[src/rtl/core/pgfv_pkg.sv]
package pgfv_pkg;

   // Number format and axis count
   localparam int FRAC_BITS = 16;
   localparam int AXES      = 3;

   // Widths of the datapath
   localparam int COORD_W = 32;              // coordinates, centre, peak, result
   localparam int RAD_W   = 31;              // radius and periods
   localparam int DIFF_W  = 34;              // signed offset after wrapping
   localparam int MAG_W   = 34;              // absolute offset
   localparam int QUO_W   = 31;              // ratio offset/radius in Q28
   localparam int SQ_W    = 33;              // half square of the ratio, Q28
   localparam int Y_W     = 30;              // fractional exponent times ln2, Q30
   localparam int N_W     = 6;               // integer part of the base-2 exponent
   localparam int P_W     = 31;              // exponential in Q30, up to one
   localparam int CSR_IDX_W = 3;

   localparam int EXP_TERMS = 12;

   localparam logic [30:0] LOG2E_Q30 = 31'd1549082005;
   localparam logic [29:0] LN2_Q30   = 30'd744261118;
   localparam logic [P_W-1:0] ONE_Q30 = P_W'(1) << 30;

   typedef logic signed [COORD_W-1:0] coord_type;
   typedef logic [RAD_W-1:0]          rad_type;
   typedef logic [MAG_W-1:0]          mag_type;
   typedef logic [QUO_W-1:0]          quo_type;
   typedef logic [P_W-1:0]            gain_type;

   // Sideband that travels with each item through the exponential terms
   typedef struct packed {
      logic           zero;
      logic [N_W-1:0] n;
      logic [Y_W-1:0] y;
   } exp_side_type;

   typedef enum logic [CSR_IDX_W-1:0] {
      CSR_CENTRE_X    = 3'd0,
      CSR_CENTRE_Y    = 3'd1,
      CSR_CENTRE_Z    = 3'd2,
      CSR_BUMP_RADIUS = 3'd3,
      CSR_PEAK        = 3'd4,
      CSR_PERIOD_X    = 3'd5,
      CSR_PERIOD_Y    = 3'd6,
      CSR_PERIOD_Z    = 3'd7
   } csr_index_type;

endpackage

[src/rtl/core/pgfv_offset.sv]
module pgfv_offset (
   input  logic                clock,
   input  logic                reset,
   input  logic                en,
   input  logic                in_valid,
   input  pgfv_pkg::coord_type point  [pgfv_pkg::AXES],
   input  pgfv_pkg::coord_type centre [pgfv_pkg::AXES],
   input  pgfv_pkg::rad_type   period [pgfv_pkg::AXES],
   input  pgfv_pkg::rad_type   r_eff,
   output logic                out_valid,
   output logic                out_zero,
   output pgfv_pkg::mag_type   mag    [pgfv_pkg::AXES]
);
   import pgfv_pkg::*;

   logic                     v1_ff, v2_ff, v3_ff;
   logic signed [DIFF_W-1:0] diff_ff [AXES];
   logic signed [DIFF_W-1:0] diff_in [AXES];
   logic signed [DIFF_W-1:0] wrap_ff [AXES];
   logic signed [DIFF_W-1:0] wrap_in [AXES];
   mag_type                  mag_ff  [AXES];
   mag_type                  mag_in  [AXES];
   logic [AXES-1:0]          far;
   logic                     zero_ff;
   logic                     zero_in;

   // Offset, wrap once by the period, then magnitude and far test
   always_comb begin
      logic signed [DIFF_W-1:0] twice;
      logic signed [DIFF_W-1:0] per;
      for (int i = 0; i < AXES; i++) begin
         diff_in[i] = DIFF_W'(point[i]) - DIFF_W'(centre[i]);
         twice = diff_ff[i] <<< 1;
         per   = $signed({{(DIFF_W-RAD_W){1'b0}}, period[i]});
         if (per != '0 && twice > per) begin
            wrap_in[i] = diff_ff[i] - per;
         end else if (per != '0 && twice < -per) begin
            wrap_in[i] = diff_ff[i] + per;
         end else begin
            wrap_in[i] = diff_ff[i];
         end
         mag_in[i] = wrap_ff[i][DIFF_W-1] ? mag_type'(-wrap_ff[i]) : mag_type'(wrap_ff[i]);
         far[i]    = mag_in[i] >= {r_eff, 3'b000};
      end
      zero_in = |far;
   end

   always_ff @(posedge clock) begin
      if (en) begin
         diff_ff <= diff_in;
         wrap_ff <= wrap_in;
         mag_ff  <= mag_in;
         zero_ff <= zero_in;
      end
   end

   always_ff @(posedge clock) begin
      if (reset) begin
         v1_ff <= 1'b0;
         v2_ff <= 1'b0;
         v3_ff <= 1'b0;
      end else if (en) begin
         v1_ff <= in_valid;
         v2_ff <= v1_ff;
         v3_ff <= v2_ff;
      end
   end

   assign out_valid = v3_ff;
   assign out_zero  = zero_ff;
   assign mag       = mag_ff;

endmodule

[config.mk]
export PLATFORM = sky130hd
export DESIGN_NAME = pgfv_offset
export DESIGN_NICKNAME = d
export VERILOG_FILES = /design/src/rtl/core/pgfv_pkg.sv /design/src/rtl/core/pgfv_offset.sv
export SDC_FILE = /design/constraint.sdc
export NUM_CORES = 2
export LEC_CHECK = 0
export ABC_AREA = 1
export BUFFER_PORTS_ARGS = -buffer_cell sky130_fd_sc_hd__buf_2
export CORE_MARGIN = 2
export CORE_UTILIZATION = 40
export CTS_BUF_LIST = sky130_fd_sc_hd__clkbuf_8
export DETAILED_ROUTE_END_ITERATION = 6
export GPL_TIMING_DRIVEN = 0
export SYNTH_ARGS = -nofsm -noshare
export SYNTH_HDL_FRONTEND = slang
export SYNTH_SLANG_ARGS = --single-unit
[constraint.sdc]
create_clock -name clock -period 2.8 [get_ports clock]
set_input_delay 0.14 -clock clock [delete_from_list [all_inputs] [get_ports clock]]
set_output_delay 0.14 -clock clock [all_outputs]
set_load 0.02 [all_outputs]
==> results.md <==
- By count the netlist is led by sky130_fd_sc_hd__nand2_1 (1750), sky130_fd_sc_hd__inv_1 (950), sky130_fd_sc_hd__nor2_1 (695).
- STA classifies the critical path startpoint as a register.
- After detailed routing, the number of remaining DRC violations is 1.
- The gate count of the mapped netlist is 6329.
- The floorplan has 118 rows.
- The number of antenna violations at the first check in global routing came to 26.
- For this design the ratio of total power to cell area is 591 nW/um2.
- The first global-routing pass estimated 246000 um of wire.
- The global placement routability congestion is 0.989.
- The master cell of the clock root buffer is sky130_fd_sc_hd__clkbuf_8.
- The sink count of the clock tree is 307.
- The worst setup path is of the register to register kind.
- Entering global routing, the biggest net connects 114 pins.
- The multi-input combinational cells in the finished layout cover a total of 31300 um2.
- Setup repair after global routing could not meet its margin everywhere.
- Summing all flip-flop and latch instances after layout gives 9190 um2.
- The shortest period the worst path allows is 3390 ps.
- The adder-cell share of the synthesized area is 0.175.
- In this run the static leakage power is 27.0 nW.
- The final-report hold violation count was 0.
- By instance count, the leading cell after synthesis is sky130_fd_sc_hd__nand2_1.
- The largest family of logic cells by synthesized area is simple AND/OR/NAND/NOR gates.
- The switching component of the power is 15.6 mW.
- The number of nets in the finished design is 8052.
- The count of pins on the block boundary is 424.
- The flip-flop and latch count after synthesis is 307.
- The internal power of the cells totals 16.2 mW.
- The routed layout has 44797 vias.
- Measured along the y axis, the die boundary spans 327 um.
- The final reports fail on design-rule violations, negative setup slack.
- For this run, the total global-route usage over all layers was measured as 0.297.
- Setup slack on the critical path of the routed design comes to -587 ps.
- The clock latency on the worst-skew pair is 760 ps.
- The class of the tightest hold or removal check is primary input to register.
- The worst pin sits at a relative slew slack of 0.392.
- The count of pins over their slew limit was 0.
- The via count of the first global-routing pass is 42751.
- The count of distinct cell types in the synthesized netlist is 58.
- For the worst flop-to-flop path, the logic depth is 17.
- The fraction of the core area covered by cells at the end of the flow is 0.520.
- Of all nets on the critical path, the largest fanout is 3.
- The core region area is 103000 um2.
- The proportion of synthesized chip area in sequential cells is 0.221.
- Detailed placement ended at an HPWL of 136000 um.
- After synthesis, the mean cell area works out to 6.57 um2.
- The fraction of synthesized cell area taken by the top area cell type is 0.219.
- The placement-stage worst setup slack is -1630 ps.
- The number of design-rule violations left by the first detailed-router iteration is 3435.
- The final instance area is 53800 um2.
- The share of the synthesized area in compound gates (AO/OA/AOI/OAI) is 0.126.
- Of the total synthesized cell area, the portion taken by AND, OR, NAND and NOR gates is 0.308.
- The share of async-settable or async-resettable flops after synthesis is 0.
- Across the routed clock network, the largest skew measured is 50.1 ps.
- The pre-antenna-repair detailed-routing pass consisted of 7 iterations.
- The count of cells in the finished layout, fillers not included, comes to 8590.
- The share of post-route cells with drive strength above 1 is 0.202.
- The floorplan step defined a die boundary enclosing 107000 um2.
- The post-route antenna net violation count is 0.
- The total global routing overflow is 0.
- The tool flagged a number of max-cap violations equal to 0.
- The highest clock rate is 295 MHz.
- In the synthesized netlist the dominant register cell turns out to be sky130_fd_sc_hd__edfxtp_1.
- Sorting the synthesized cells by area gives the leading types as sky130_fd_sc_hd__edfxtp_1 (22%), sky130_fd_sc_hd__ha_1 (17%), sky130_fd_sc_hd__nand2_1 (16%).
- The count of flip-flops with a built-in enable after synthesis is 304.
- In the final timing run, aggregate negative setup slack is -10640 ps.
- The total nets after synthesis is 7225.
- Data on the critical path is required at its endpoint by 3310 ps.
- The effective utilization at floorplan is 0.403.
- Of the total synthesized cell area, the portion taken by XOR and XNOR cells is 0.0669.
- The clock network fraction of design power is 0.152.
- The most area-hungry cell type in the Yosys netlist is sky130_fd_sc_hd__edfxtp_1.
- The switching share of power is 0.490.
- The clock passes through at most 3 buffers.
- The period utilization is 1.21.
- The total number of H-tree levels is 2.
- The setup violation total in the final timing report is 92.
- The hold path depth is 3.
- Dividing the detail-routed wire length by the instance count gives 19.1 um.
- The routed design has 164000 um of wire.
- TritonCTS built the clock tree.
- The die width is 327 um.
- Summing internal, switching and leakage power gives 31.8 mW.
- The worst vdd rail ir drop is 0.467 mV.
- STA puts the critical path data arrival time at 3890 ps.
- The nature of the critical path endpoint is a register.
- The number of port buffers is 423.
- The share of total power dissipated in combinational logic is 0.606.
- The share of total power dissipated in sequential elements is 0.242.
- The netlist area before placement is 41600 um2.
- Counting the buffers created by CTS gives 57.
- At the pin with the least slew margin, the transition time is 912 ps.
- The mux contribution to synthesized area is 0.
- The clock edge transition at the registers on the reported setup and hold paths is 70 ps.
- The detail-routed via count per cell is 5.22.
- The total of warnings raised by yosys is 0.
- The area growth from synthesis to layout is 29.2%.
- The tightest hold path in the finished design has a slack of 46.7 ps.
- The number of placed instances, taps included, is 8134.
- The fill cell total of the finished layout is 10394.
- Once placement finished, the instance area stood at 45700 um2.
- The run finished, with violations left.
metal layers:
| metal | track usage | vias up | wire length (um) |
|---|---|---|---|
| met5 | 0 | - | 131 |
| li1 | - | 22342 | - |
| met2 | 0.503 | 1410 | 76800 |
| met1 | 0.392 | 20735 | 72600 |
| met3 | 0.0318 | 290 | 8820 |
| met4 | 0.0997 | 20 | 5850 |
layout by cell type, fill, tap and decap left out, drive strengths merged, types with 9 or more instances in the layout:
master       instances
o211ai              14
edfxtp             304
o21a                19
bufinv               9
clkinv              17
a21oi              476
nor4                36
a21boi              13
clkbuf              80
or2                 12
buf                717
xor2               260
diode               11
fa                   9
xnor2               58
nor2               710
o21ai              310
inv                979
a31oi               28
ha                 567
nand2             1760
o21bai              45
a21o                40
nand4               89
dlygate4sd3        157
nor3                85
nand3              364
layout make-up:
type / count / area share
clock inverters: 45 / 0.00838
well taps: 1380 / 0.0321
plain buffers: 101 / 0.0125
flip-flops and latches: 307 / 0.171
repair buffers: 796 / 0.110
inverters: 964 / 0.0684
diodes: 11 / 0.000512
clock buffers: 57 / 0.0146
multi-input cells: 4929 / 0.583
critical path, cell delays in order, from the launching register on:
cell and delay (ps):
sky130_fd_sc_hd__edfxtp_1 510, sky130_fd_sc_hd__inv_2 150, sky130_fd_sc_hd__ha_4 140, sky130_fd_sc_hd__nand4_1 120, sky130_fd_sc_hd__nor2_2 150, sky130_fd_sc_hd__nand3_2 100, sky130_fd_sc_hd__buf_4 150, sky130_fd_sc_hd__o21ai_0 260
sky130_fd_sc_hd__xor2_2 440, sky130_fd_sc_hd__ha_1 320, sky130_fd_sc_hd__nand2_1 120, sky130_fd_sc_hd__o21ai_0 130, sky130_fd_sc_hd__a21oi_1 120, sky130_fd_sc_hd__o21ai_0 110, sky130_fd_sc_hd__nand4_1 80, sky130_fd_sc_hd__nand2_1 70
sky130_fd_sc_hd__nor2_2 120, sky130_fd_sc_hd__nand3_1 80
cell families (layout without fill, tap and decap cells):
family | count (synthesis) | after routing
compound gates | 961 | 961
xor+xnor | 318 | 318
fa+ha+maj | 576 | 576
buf+inv | 1093 | 1963
flops | 307 | 307
other cells | 0 | 11
simple gates | 3074 | 3074
registers in the layout, summed over array words and instances, names as in the netlist:
register	count
out_zero	1
v1_ff	1
wrap_ff	102
out_valid	1
diff_ff	99
v2_ff	1
mag	102
power groups by stage:
stage	Sequential (mW)	Combinational [mW]	Clock, mW
after CTS	7.68	17.2	5.00
final	7.68	19.3	4.85
after detailed placement	7.79	15.4	0
after global routing	7.79	21.1	5.17
after floorplan	7.75	9.87	0
after global placement	7.82	15.3	0
path summary, 6_finish.rpt:
path	startpoint	endpoint	slack [ps]
max reg2reg	wrap_ff[68]	out_zero	-590
max	wrap_ff[68]	out_zero	-590
min reg2reg	out_valid	out_valid	460
min	point[57]	diff_ff[59]	50
repair_timing:
action | CTS | global route
hold buffers | 157 | 0
setup buffers | 109 | 104
cloned | 13 | 3
endpoints found under the setup margin | 106 | 104
endpoints found under the hold margin | 190 | 0
resized for setup | 373 | 564
pin swaps | 139 | 232
(Power assumes the default switching activity.)
